===== src/rtl/lae_pkg.sv =====
`timescale 1ns / 1ps
// lae_pkg: shared types and constants for the LMS adaptive equalizer.
// No dependencies; used by the controller, datapath and top level.

package lae_pkg;

    // Fixed field widths
    localparam int SAMPLE_W = 16;   // Q1.15 sample / desired / filtered
    localparam int COEF_W   = 32;   // Q5.27 coefficient
    localparam int ERR_W    = 17;   // Q2.15 error
    localparam int MU_W     = 16;   // Q0.16 step size
    localparam int TAPS_W   = 6;    // taps_in_use register
    localparam int ME_W     = 33;   // mu * error
    localparam int PROD_W   = 49;   // shared multiplier result

    // Rounding for the filter sum (Q.42 -> Q1.15) and the coefficient delta
    localparam int Y_SHIFT  = 27;
    localparam int D_SHIFT  = 19;
    localparam int D_W      = PROD_W - D_SHIFT;

    // Register map (index = paddr / 4)
    localparam int          PADDR_W    = 4;
    localparam logic [1:0]  REG_ADAPT  = 2'd0;
    localparam logic [1:0]  REG_STEP   = 2'd1;
    localparam logic [1:0]  REG_TAPS   = 2'd2;

    // Register reset values
    localparam logic          ADAPT_RST = 1'b1;
    localparam logic [MU_W-1:0] STEP_RST = 16'd328;
    localparam logic [TAPS_W-1:0] TAPS_RST = 6'd32;

    // Controller -> datapath commands
    typedef struct packed {
        logic accept;     // take sample into tap line, clear accumulator
        logic issue;      // read tap/coef at the current index
        logic upd_mode;   // issued read belongs to the update pass
        logic fin_y;      // round/saturate sum, form error
        logic fin_mu;     // form mu * error
        logic load_out;   // move result into output register
    } cmd_t;

    // Datapath -> controller status
    typedef struct packed {
        logic pipe_busy;  // MAC pipeline still holds work
        logic out_free;   // output register can take a result this cycle
    } sts_t;

endpackage


===== src/rtl/lae_ram.sv =====
`timescale 1ns / 1ps
// lae_ram: generic single-write, single-read RAM with registered read data.
// No dependencies.

module lae_ram #(
    parameter int WIDTH = 16,
    parameter int DEPTH = 32,
    localparam int ADDR_W = (DEPTH > 1) ? $clog2(DEPTH) : 1
) (
    input  logic              aclk,
    input  logic              we,
    input  logic [ADDR_W-1:0] waddr,
    input  logic [WIDTH-1:0]  wdata,
    input  logic [ADDR_W-1:0] raddr,
    output logic [WIDTH-1:0]  rdata
);

    logic [WIDTH-1:0] mem [DEPTH];

    always_ff @(posedge aclk) begin
        if (we) begin
            mem[waddr] <= wdata;
        end
        rdata <= mem[raddr];
    end

endmodule


===== src/rtl/lae_ctrl.sv =====
`timescale 1ns / 1ps
// lae_ctrl: sequencer for the filter pass, result rounding, update pass
// and output hand-off. Depends on lae_pkg.

module lae_ctrl #(
    parameter int MAX_TAPS = 32,
    localparam int IDX_W = (MAX_TAPS > 1) ? $clog2(MAX_TAPS) : 1
) (
    input  logic              aclk,
    input  logic              aresetn,
    input  logic              s_tvalid,
    output logic              s_tready,
    input  logic              adapt_enable,
    input  logic [IDX_W-1:0]  last_idx,
    input  lae_pkg::sts_t     sts,
    output lae_pkg::cmd_t     cmd,
    output logic [IDX_W-1:0]  idx
);

    localparam logic [2:0] ST_IDLE = 3'd0;
    localparam logic [2:0] ST_FILT = 3'd1;
    localparam logic [2:0] ST_FDRN = 3'd2;
    localparam logic [2:0] ST_FINY = 3'd3;
    localparam logic [2:0] ST_FINM = 3'd4;
    localparam logic [2:0] ST_UPD  = 3'd5;
    localparam logic [2:0] ST_UDRN = 3'd6;
    localparam logic [2:0] ST_DONE = 3'd7;

    logic [2:0]       state_reg, state_next;
    logic [IDX_W-1:0] k_reg, k_next;

    always_comb begin
        state_next = state_reg;
        k_next     = k_reg;
        cmd        = '0;
        unique case (state_reg)
            ST_IDLE: begin
                if (s_tvalid) begin
                    cmd.accept = 1'b1;
                    k_next     = '0;
                    state_next = ST_FILT;
                end
            end
            ST_FILT: begin
                cmd.issue = 1'b1;
                if (k_reg == last_idx) begin
                    state_next = ST_FDRN;
                end else begin
                    k_next = k_reg + 1'b1;
                end
            end
            ST_FDRN: begin
                if (!sts.pipe_busy) begin
                    state_next = ST_FINY;
                end
            end
            ST_FINY: begin
                cmd.fin_y  = 1'b1;
                state_next = ST_FINM;
            end
            ST_FINM: begin
                cmd.fin_mu = 1'b1;
                k_next     = '0;
                state_next = adapt_enable ? ST_UPD : ST_DONE;
            end
            ST_UPD: begin
                cmd.issue    = 1'b1;
                cmd.upd_mode = 1'b1;
                if (k_reg == last_idx) begin
                    state_next = ST_UDRN;
                end else begin
                    k_next = k_reg + 1'b1;
                end
            end
            ST_UDRN: begin
                if (!sts.pipe_busy) begin
                    state_next = ST_DONE;
                end
            end
            ST_DONE: begin
                if (sts.out_free) begin
                    cmd.load_out = 1'b1;
                    state_next   = ST_IDLE;
                end
            end
            default: begin
                state_next = ST_IDLE;
            end
        endcase
    end

    always_ff @(posedge aclk) begin
        if (!aresetn) begin
            state_reg <= ST_IDLE;
            k_reg     <= '0;
        end else begin
            state_reg <= state_next;
            k_reg     <= k_next;
        end
    end

    assign s_tready = (state_reg == ST_IDLE);
    assign idx      = k_reg;

endmodule


===== src/rtl/lae_datapath.sv =====
`timescale 1ns / 1ps
// lae_datapath: tap and coefficient RAMs, shared multiply pipeline,
// accumulator, rounding/saturation and output register.
// Depends on lae_pkg and lae_ram.

module lae_datapath #(
    parameter int MAX_TAPS = 32,
    localparam int IDX_W = (MAX_TAPS > 1) ? $clog2(MAX_TAPS) : 1
) (
    input  logic                                aclk,
    input  logic                                aresetn,
    input  lae_pkg::cmd_t                       cmd,
    input  logic [IDX_W-1:0]                    idx,
    input  logic signed [lae_pkg::SAMPLE_W-1:0] sample,
    input  logic signed [lae_pkg::SAMPLE_W-1:0] desired,
    input  logic                                adapt_enable,
    input  logic [lae_pkg::MU_W-1:0]            mu,
    output lae_pkg::sts_t                       sts,
    output logic                                m_tvalid,
    input  logic                                m_tready,
    output logic signed [lae_pkg::SAMPLE_W-1:0] filtered,
    output logic signed [lae_pkg::ERR_W-1:0]    error
);

    localparam int CNT_W = $clog2(MAX_TAPS + 1);
    localparam int ACC_W = lae_pkg::PROD_W + $clog2(MAX_TAPS);
    localparam int YS_W  = ACC_W - lae_pkg::Y_SHIFT;
    localparam int SW    = lae_pkg::SAMPLE_W;
    localparam int CW    = lae_pkg::COEF_W;

    localparam logic signed [YS_W-1:0] Y_MAX = YS_W'(32767);
    localparam logic signed [YS_W-1:0] Y_MIN = -YS_W'(32768);

    // Tap line bookkeeping: circular buffer, newest at head
    logic [IDX_W-1:0]    head_reg, head_next;
    logic [CNT_W-1:0]    fill_reg;
    logic [MAX_TAPS-1:0] cval_reg;
    logic [IDX_W:0]      tap_wrap;
    logic [IDX_W-1:0]    tap_raddr;

    logic signed [SW-1:0] desired_reg;

    // Stage 1: RAM read data
    logic             v1_reg, upd1_reg, tv1_reg, cv1_reg;
    logic [IDX_W-1:0] idx1_reg;
    logic [SW-1:0]    tap_rd;
    logic [CW-1:0]    coef_rd;
    logic signed [SW-1:0] tap1;
    logic signed [CW-1:0] coef1;
    logic signed [lae_pkg::ME_W-1:0]   op_a;
    logic signed [lae_pkg::PROD_W-1:0] prod;

    // Stage 2: product
    logic             v2_reg, upd2_reg;
    logic [IDX_W-1:0] idx2_reg;
    logic signed [lae_pkg::PROD_W-1:0] prod2_reg;
    logic signed [CW-1:0]              coef2_reg;
    logic signed [lae_pkg::PROD_W-1:0] rnd_u;

    // Stage 3: coefficient delta
    logic             v3_reg;
    logic [IDX_W-1:0] idx3_reg;
    logic signed [lae_pkg::D_W-1:0] d3_reg;
    logic signed [CW-1:0]           coef3_reg;
    logic signed [CW:0]             c_sum;
    logic [CW-1:0]                  c_sat;

    // Accumulator and result
    logic signed [ACC_W-1:0] acc_reg, acc_rnd;
    logic signed [YS_W-1:0]  y_sh;
    logic signed [SW-1:0]    y_sat, y_reg;
    logic signed [lae_pkg::ERR_W-1:0] err_reg;
    logic signed [lae_pkg::ME_W-1:0]  me_reg;

    logic out_valid_reg;
    logic signed [SW-1:0]             filtered_reg;
    logic signed [lae_pkg::ERR_W-1:0] error_reg;

    // Physical address of tap k: head - k, modulo MAX_TAPS
    always_comb begin
        if (head_reg >= idx) begin
            tap_wrap = {1'b0, head_reg} - {1'b0, idx};
        end else begin
            tap_wrap = {1'b0, head_reg} + (IDX_W + 1)'(MAX_TAPS) - {1'b0, idx};
        end
        tap_raddr = tap_wrap[IDX_W-1:0];
        head_next = (head_reg == IDX_W'(MAX_TAPS - 1)) ? '0 : head_reg + 1'b1;
    end

    lae_ram #(.WIDTH(SW), .DEPTH(MAX_TAPS)) u_tap_ram (
        .aclk  (aclk),
        .we    (cmd.accept),
        .waddr (head_next),
        .wdata (sample),
        .raddr (tap_raddr),
        .rdata (tap_rd)
    );

    lae_ram #(.WIDTH(CW), .DEPTH(MAX_TAPS)) u_coef_ram (
        .aclk  (aclk),
        .we    (v3_reg),
        .waddr (idx3_reg),
        .wdata (c_sat),
        .raddr (idx),
        .rdata (coef_rd)
    );

    // Shared multiplier: coef*tap in the filter pass, (mu*err)*tap in update
    always_comb begin
        tap1  = tv1_reg ? $signed(tap_rd) : '0;
        coef1 = cv1_reg ? $signed(coef_rd) : '0;
        op_a  = upd1_reg ? me_reg : lae_pkg::ME_W'(coef1);
        prod  = op_a * tap1;
    end

    // Delta = floor((p + 2^18) / 2^19), then saturating coefficient add
    always_comb begin
        rnd_u = prod2_reg + lae_pkg::PROD_W'(1 << (lae_pkg::D_SHIFT - 1));
        c_sum = (CW + 1)'(coef3_reg) + (CW + 1)'(d3_reg);
        if (c_sum[CW] != c_sum[CW-1]) begin
            c_sat = c_sum[CW] ? {1'b1, {(CW-1){1'b0}}} : {1'b0, {(CW-1){1'b1}}};
        end else begin
            c_sat = c_sum[CW-1:0];
        end
    end

    // Filter output: round half up, then clamp to Q1.15
    always_comb begin
        acc_rnd = acc_reg + ACC_W'(1 << (lae_pkg::Y_SHIFT - 1));
        y_sh    = acc_rnd[ACC_W-1:lae_pkg::Y_SHIFT];
        if (y_sh > Y_MAX) begin
            y_sat = 16'sh7fff;
        end else if (y_sh < Y_MIN) begin
            y_sat = -16'sh8000;
        end else begin
            y_sat = y_sh[SW-1:0];
        end
    end

    always_ff @(posedge aclk) begin
        if (!aresetn) begin
            head_reg      <= '0;
            fill_reg      <= '0;
            cval_reg      <= '0;
            v1_reg        <= 1'b0;
            v2_reg        <= 1'b0;
            v3_reg        <= 1'b0;
            out_valid_reg <= 1'b0;
        end else begin
            if (cmd.accept) begin
                head_reg <= head_next;
                if (fill_reg != CNT_W'(MAX_TAPS)) begin
                    fill_reg <= fill_reg + 1'b1;
                end
            end
            if (v3_reg) begin
                cval_reg[idx3_reg] <= 1'b1;
            end
            v1_reg <= cmd.issue;
            v2_reg <= v1_reg;
            v3_reg <= v2_reg && upd2_reg;
            if (cmd.load_out) begin
                out_valid_reg <= 1'b1;
            end else if (m_tready) begin
                out_valid_reg <= 1'b0;
            end
        end
    end

    // Payload registers
    always_ff @(posedge aclk) begin
        if (cmd.accept) begin
            desired_reg <= desired;
        end
        upd1_reg  <= cmd.upd_mode;
        idx1_reg  <= idx;
        tv1_reg   <= (CNT_W'(idx) < fill_reg);
        cv1_reg   <= cval_reg[idx];

        upd2_reg  <= upd1_reg;
        idx2_reg  <= idx1_reg;
        prod2_reg <= prod;
        coef2_reg <= coef1;

        idx3_reg  <= idx2_reg;
        d3_reg    <= rnd_u[lae_pkg::PROD_W-1:lae_pkg::D_SHIFT];
        coef3_reg <= coef2_reg;

        if (cmd.accept) begin
            acc_reg <= '0;
        end else if (v2_reg && !upd2_reg) begin
            acc_reg <= acc_reg + ACC_W'(prod2_reg);
        end

        if (cmd.fin_y) begin
            y_reg   <= y_sat;
            err_reg <= adapt_enable ? (lae_pkg::ERR_W'(desired_reg) - lae_pkg::ERR_W'(y_sat))
                                    : '0;
        end
        if (cmd.fin_mu) begin
            me_reg <= $signed({1'b0, mu}) * err_reg;
        end
        if (cmd.load_out) begin
            filtered_reg <= y_reg;
            error_reg    <= err_reg;
        end
    end

    assign sts.pipe_busy = v1_reg | v2_reg | v3_reg;
    assign sts.out_free  = !out_valid_reg || m_tready;
    assign m_tvalid      = out_valid_reg;
    assign filtered      = filtered_reg;
    assign error         = error_reg;

    a_fill_bound: assert property (@(posedge aclk) disable iff (!aresetn)
        fill_reg <= CNT_W'(MAX_TAPS))
        else $error("tap fill count beyond tap line depth");

    a_accept_drained: assert property (@(posedge aclk) disable iff (!aresetn)
        cmd.accept |-> !(v1_reg || v2_reg || v3_reg))
        else $error("new item taken while MAC pipeline busy");

    a_load_free: assert property (@(posedge aclk) disable iff (!aresetn)
        cmd.load_out |-> (!out_valid_reg || m_tready))
        else $error("result overwrote an unsent item");

    a_coef_write_upd: assert property (@(posedge aclk) disable iff (!aresetn)
        v3_reg |-> $past(upd1_reg, 2))
        else $error("coefficient written from a filter-pass product");

endmodule


===== src/rtl/lms_adaptive_equalizer.sv =====
`timescale 1ns / 1ps
// lms_adaptive_equalizer: top level of the LMS adaptive FIR equalizer.
// Holds the APB register file; depends on lae_pkg, lae_ctrl, lae_datapath.
//
//  channel  | direction | handshake              | payload
//  ---------+-----------+------------------------+----------------------------------
//  s_       | in        | s_tvalid / s_tready    | s_tdata: sample, desired
//  m_       | out       | m_tvalid / m_tready    | m_tdata: filtered, error
//  APB      | in        | psel, penable, pready  | adapt_enable, mu, taps_in_use
//
// Passes: the shared multiplier makes one pass over the N active taps for
//   the sum and, while training, one for the coefficient update, each a read per
//   cycle from the tap and coefficient RAMs; with adaptation off the update pass
//   is skipped.
// Reset: synchronous, active low; the tap line and coefficients read as zero
//   afterward (fill count and per-coefficient valid bits), no clearing pass.
// Stalls: the output register holds a result while m_tready is low; the next
//   item is taken and processed meanwhile, and only the final hand-off waits.

module lms_adaptive_equalizer #(
    parameter int MAX_TAPS = 32
) (
    input  logic                         aclk,
    input  logic                         aresetn,
    // input item
    input  logic                         s_tvalid,
    output logic                         s_tready,
    input  logic [31:0]                  s_tdata,   // [15:0] sample, [31:16] desired
    // result item
    output logic                         m_tvalid,
    input  logic                         m_tready,
    output logic [39:0]                  m_tdata,   // [15:0] filtered, [32:16] error, pad
    // configuration
    input  logic                         psel,
    input  logic                         penable,
    input  logic                         pwrite,
    input  logic [lae_pkg::PADDR_W-1:0]  paddr,
    input  logic [31:0]                  pwdata,
    output logic [31:0]                  prdata,
    output logic                         pready
);

    localparam int IDX_W = (MAX_TAPS > 1) ? $clog2(MAX_TAPS) : 1;
    localparam int CNT_W = $clog2(MAX_TAPS + 1);
    localparam int TW    = (CNT_W > lae_pkg::TAPS_W) ? CNT_W : lae_pkg::TAPS_W;

    // Configuration registers
    logic                        adapt_reg;
    logic [lae_pkg::MU_W-1:0]    step_reg;
    logic [lae_pkg::TAPS_W-1:0]  taps_reg;
    logic                        wr_en;
    logic [1:0]                  reg_idx;

    // Active tap count, clamped to 1..MAX_TAPS
    logic [TW-1:0]    taps_ext, n_ext;
    logic [IDX_W-1:0] last_idx;

    lae_pkg::cmd_t cmd;
    lae_pkg::sts_t sts;
    logic [IDX_W-1:0] idx;

    logic signed [lae_pkg::SAMPLE_W-1:0] filtered;
    logic signed [lae_pkg::ERR_W-1:0]    error;

    assign pready  = 1'b1;
    assign wr_en   = psel && penable && pwrite && pready;
    assign reg_idx = paddr[3:2];

    always_ff @(posedge aclk) begin
        if (!aresetn) begin
            adapt_reg <= lae_pkg::ADAPT_RST;
            step_reg  <= lae_pkg::STEP_RST;
            taps_reg  <= lae_pkg::TAPS_RST;
        end else if (wr_en) begin
            unique case (reg_idx)
                lae_pkg::REG_ADAPT: adapt_reg <= pwdata[0];
                lae_pkg::REG_STEP:  step_reg  <= pwdata[lae_pkg::MU_W-1:0];
                lae_pkg::REG_TAPS:  taps_reg  <= pwdata[lae_pkg::TAPS_W-1:0];
                default: ;  // unmapped: ignored
            endcase
        end
    end

    always_comb begin
        unique case (reg_idx)
            lae_pkg::REG_ADAPT: prdata = {31'd0, adapt_reg};
            lae_pkg::REG_STEP:  prdata = {16'd0, step_reg};
            lae_pkg::REG_TAPS:  prdata = {26'd0, taps_reg};
            default:            prdata = '0;
        endcase
    end

    // Zero acts as one tap, anything above the build size as MAX_TAPS
    always_comb begin
        taps_ext = TW'(taps_reg);
        if (taps_ext == '0) begin
            n_ext = TW'(1);
        end else if (taps_ext > TW'(MAX_TAPS)) begin
            n_ext = TW'(MAX_TAPS);
        end else begin
            n_ext = taps_ext;
        end
    end
    assign last_idx = IDX_W'(n_ext - 1'b1);

    lae_ctrl #(.MAX_TAPS(MAX_TAPS)) u_ctrl (
        .aclk         (aclk),
        .aresetn      (aresetn),
        .s_tvalid     (s_tvalid),
        .s_tready     (s_tready),
        .adapt_enable (adapt_reg),
        .last_idx     (last_idx),
        .sts          (sts),
        .cmd          (cmd),
        .idx          (idx)
    );

    lae_datapath #(.MAX_TAPS(MAX_TAPS)) u_datapath (
        .aclk         (aclk),
        .aresetn      (aresetn),
        .cmd          (cmd),
        .idx          (idx),
        .sample       (s_tdata[15:0]),
        .desired      (s_tdata[31:16]),
        .adapt_enable (adapt_reg),
        .mu           (step_reg),
        .sts          (sts),
        .m_tvalid     (m_tvalid),
        .m_tready     (m_tready),
        .filtered     (filtered),
        .error        (error)
    );

    assign m_tdata = {7'd0, error, filtered};

endmodule

===== config.mk =====
export PLATFORM = sky130hd
export DESIGN_NAME = lms_adaptive_equalizer
export DESIGN_NICKNAME = d
export VERILOG_FILES = /design/src/rtl/lae_pkg.sv /design/src/rtl/lae_ram.sv /design/src/rtl/lae_ctrl.sv /design/src/rtl/lae_datapath.sv /design/src/rtl/lms_adaptive_equalizer.sv
export SDC_FILE = /design/constraint.sdc
export NUM_CORES = 2
export LEC_CHECK = 0
export BUFFER_PORTS_ARGS = -buffer_cell sky130_fd_sc_hd__buf_2
export CORE_UTILIZATION = 38
export CTS_CLUSTER_DIAMETER = 50
export DETAILED_ROUTE_END_ITERATION = 16
export PLACE_DENSITY = 0.55
export SLEW_MARGIN = 20
export SYNTH_ARGS = -nofsm -noshare
export SYNTH_HDL_FRONTEND = slang
export SYNTH_HIERARCHICAL = 1
export SYNTH_SLANG_ARGS = --single-unit

===== constraint.sdc =====
create_clock -name aclk -period 8.9 [get_ports aclk]
set_input_delay 0.89 -clock aclk [delete_from_list [all_inputs] [get_ports aclk]]
set_output_delay 0.89 -clock aclk [all_outputs]
set_load 0.01 [all_outputs]

==> metrics.cfg <==
[synth]
synth_edf_count = 1651
synth.distinct_cells = 102
netlist_top_cells_count = 1651 x edfxtp_1, 928 x inv_1, 857 x nand2_1
avgSynthCellArea_sq_um = 12.5
seq_area_frac_synth = 0.522
synth_area_leaders = edfxtp_1 46%, fa_1 13%, mux2i_1 7.3%, dfxtp_1 6.3%, ha_1 4.1%
ys_warn_count = 6
yosysTopAreaCellShare = 0.458
synth.largest_area_cell = edfxtp_1
synth_most_common_cell = edfxtp_1
ys_ff_latch = 1993
netlist_area_sq_um = 108000
yosys_most_used_dff = edfxtp_1
async_flop_share = 0
synth_cells = 8632

[sta]
period_share = 0.970
skew_ps = 98.9
finalSetupTns_ps = 0
clock.fmax_mhz = 116
tightestPinTransition_ps = 1180
rsz0062_at_grt = no
slew_violations = 0
hold_viol_final = 0
min_period_ps = 8640
relSlewSlack = 0.210
setup_viol = 0

[clock_tree]
cts_resized = 0
holdBufCountCts = 0
cts_sinks = 1993
numCtsBuffers = 243
cts_tree = done
post_cts.repair.setup_buffers = 0
cts.reportedPaths.clkPinSlew_ps = 60
cts_buffer_depth = 4
cts_max_level = 4
worstSkewPairLatency_ps = 930
ctsRootBufferMaster = clkbuf_16

[power_and_ir_drop]
irDropWorstVdd_v = 0.000201
power_mw = 24.5
power.leakage_nw = 46.9
power_density_nw_per_um2 = 201

[finish]
drive_gt1_frac = 0.0978
fin_nets = 9957
fill_cells = 26100
largest_register_ffs = 1024
synthToLayoutAreaGrowth_pct = 12.8
final_util = 0.432
layoutNonFillerInstCount = 12800

[routing]
ant_nets = 0
dr.pass1.iters = 6
drtIter0Drc = 5640
drt-total-wl_um = 295000
via_count = 67100
via_per_inst = 5.25
wl_per_cell_um = 23.1
drc = 0

[floorplan]
start_util = 0.383
pin_count = 150
die_area_sq_um = 287000
row_count = 195
die_h_um = 535
die_w_um = 535
core_area_sq_um = 283000

[min_path]
hold_start = pwdata[8]
hold_class = input pin to flip-flop
hold_depth = 3

[placed_design]
numPortBuffers = 107
routabilityCongestion = 0.975
hpwl_um = 195000
dp.cells = 12300

[global_route]
grt_pass1_vias = 68100
grt_max_degree = 126
antenna_found_initial = 8
gr-usage-all-layers = 0.204
grt_pass1_wl_um = 439000
overflow = 0

[worst_setup_path]
crit_arrival_ps = 9440
required_ps = 9710
cp_cell_sequence = buf_4 -> nand2_1 -> o21ai_1 -> nand2_1 -> fa_1 -> fa_1 -> fa_1 -> inv_1 -> fa_1 -> fa_1 -> inv_1 -> fa_1 -> inv_1 -> ha_1 -> and3_1 -> and3_1 -> a211o_1 -> o311a_1 -> o31ai_4 -> o21ai_1 -> a221o_1 -> a21oi_1 -> xnor2_1
slowest_stage = o21ai_1
crit_type = flip-flop to flip-flop
crit_start = u_datapath/cv1_reg
reg2reg_slack_ps = 260
max_stage_delay_ps = 920
start_kind = flip-flop
path_max_fanout = 10
crit-reg2reg-launch = u_datapath/cv1_reg
endpoint_kind = flip-flop
crit_path_frequent_cell = fa_1
reg2regPathDepth = 23

[outcome]
status = finished clean

[job]
drv_cap = 0

==> worst max-delay path, delay by kind of cell (launching register included) <==
family / cells / cell delay [ps]
flip-flops: 1 / 700
adder cells (fa/ha/maj): 7 / 3620
XOR/XNOR: 1 / 80
AND/OR/NAND/NOR: 4 / 730
buffers and inverters: 4 / 430
AO/OA/AOI/OAI: 7 / 2970
==> path summary, 6_finish.rpt <==
| path | endpoint |
|---|---|
| min reg2reg | u_datapath/coef3_reg[13] |
| max reg2reg | u_datapath/prod2_reg[48] |
| max | u_datapath/prod2_reg[48] |
| min | step_reg[8] |
==> cell usage in the layout, fill, tap and decap left out, types with 24 or more instances in the layout <==
cell type,Yosys,final
xnor2_1,155,155
dfxtp_1,342,340
fa_1,714,714
o21bai_1,24,24
o21ai_0,83,83
nor2_1,424,375
a21o_1,110,110
edfxtp_1,1651,1651
o21a_1,63,63
nor2b_1,61,56
bufinv_16,0,30
nor3_1,81,81
nor2_4,1,41
a31oi_1,70,69
nand2_1,857,856
buf_2,58,107
ha_1,355,355
clkbuf_16,0,247
nand3_1,216,216
and3_1,31,31
mux2i_1,793,793
a21oi_1,356,336
xor2_1,76,76
o21ai_1,53,48
nand2b_1,43,40
a22oi_1,160,160
a22o_1,96,96
clkinv_2,0,30
and2_1,171,168
clkbuf_1,216,39
buf_4,78,206
conb_1,2,24
inv_6,0,27
nand4_1,47,47
inv_1,928,928
==> report_power, final <==
| part | total, mW | leakage [nW] | internal (mW) | switching [mW] |
|---|---|---|---|---|
| clock network | 10.2 | 4.09 | 6.13 | 4.09 |
| registers | 11.0 | 17.8 | 10.8 | 0.268 |
| logic | 3.22 | 25.0 | 1.03 | 2.19 |
| total | 24.5 | 46.9 | 17.9 | 6.55 |
==> area by class of cell <==
class / count / area, sq um / share of cell area
flip-flops and latches: 1993 / 56400 / 0.462
multi-input cells: 5323 / 46700 / 0.383
clock buffers: 297 / 6480 / 0.0531
well taps: 3743 / 4680 / 0.0384
inverters: 930 / 3500 / 0.0287
repair buffers: 322 / 2260 / 0.0185
clock inverters: 158 / 1970 / 0.0161
diodes: 5 / 12.5 / 0.000103
==> kinds of logic (layout without fill, tap and decap cells) <==
logic type	after synthesis	in the layout	synth area share
AND/OR/NAND/NOR	2033	2033	0.0859
flip-flops	1993	1993	0.522
buffers and inverters	1338	1707	0.0532
AO/OA/AOI/OAI	1155	1155	0.0707
adder cells (fa/ha/maj)	1074	1074	0.174
multiplexers	805	805	0.0757
XOR/XNOR	232	232	0.0190
other	2	29	0.0000694
==> routing by layer <==
| layer | global-route usage | part of all wire |
|---|---|---|
| met5 | 0 | 0.000041 |
| met4 | 0.0706 | 0.036 |
| met3 | 0.0255 | 0.056 |
| met2 | 0.336 | 0.48 |
| met1 | 0.278 | 0.43 |
==> metrics by stage <==
step           area (sq um)  hold slack [ps]  worst slack (ps)
3_5_place_dp         113000              312               275
6_report             122000              208               263
4_1_cts              122000              122               313
2_1_floorplan        108000              310              1580
5_1_grt              122000              161              83.8
3_3_place_gp         113000              310               376
Note: power is estimated with default switching activity, not from simulation.
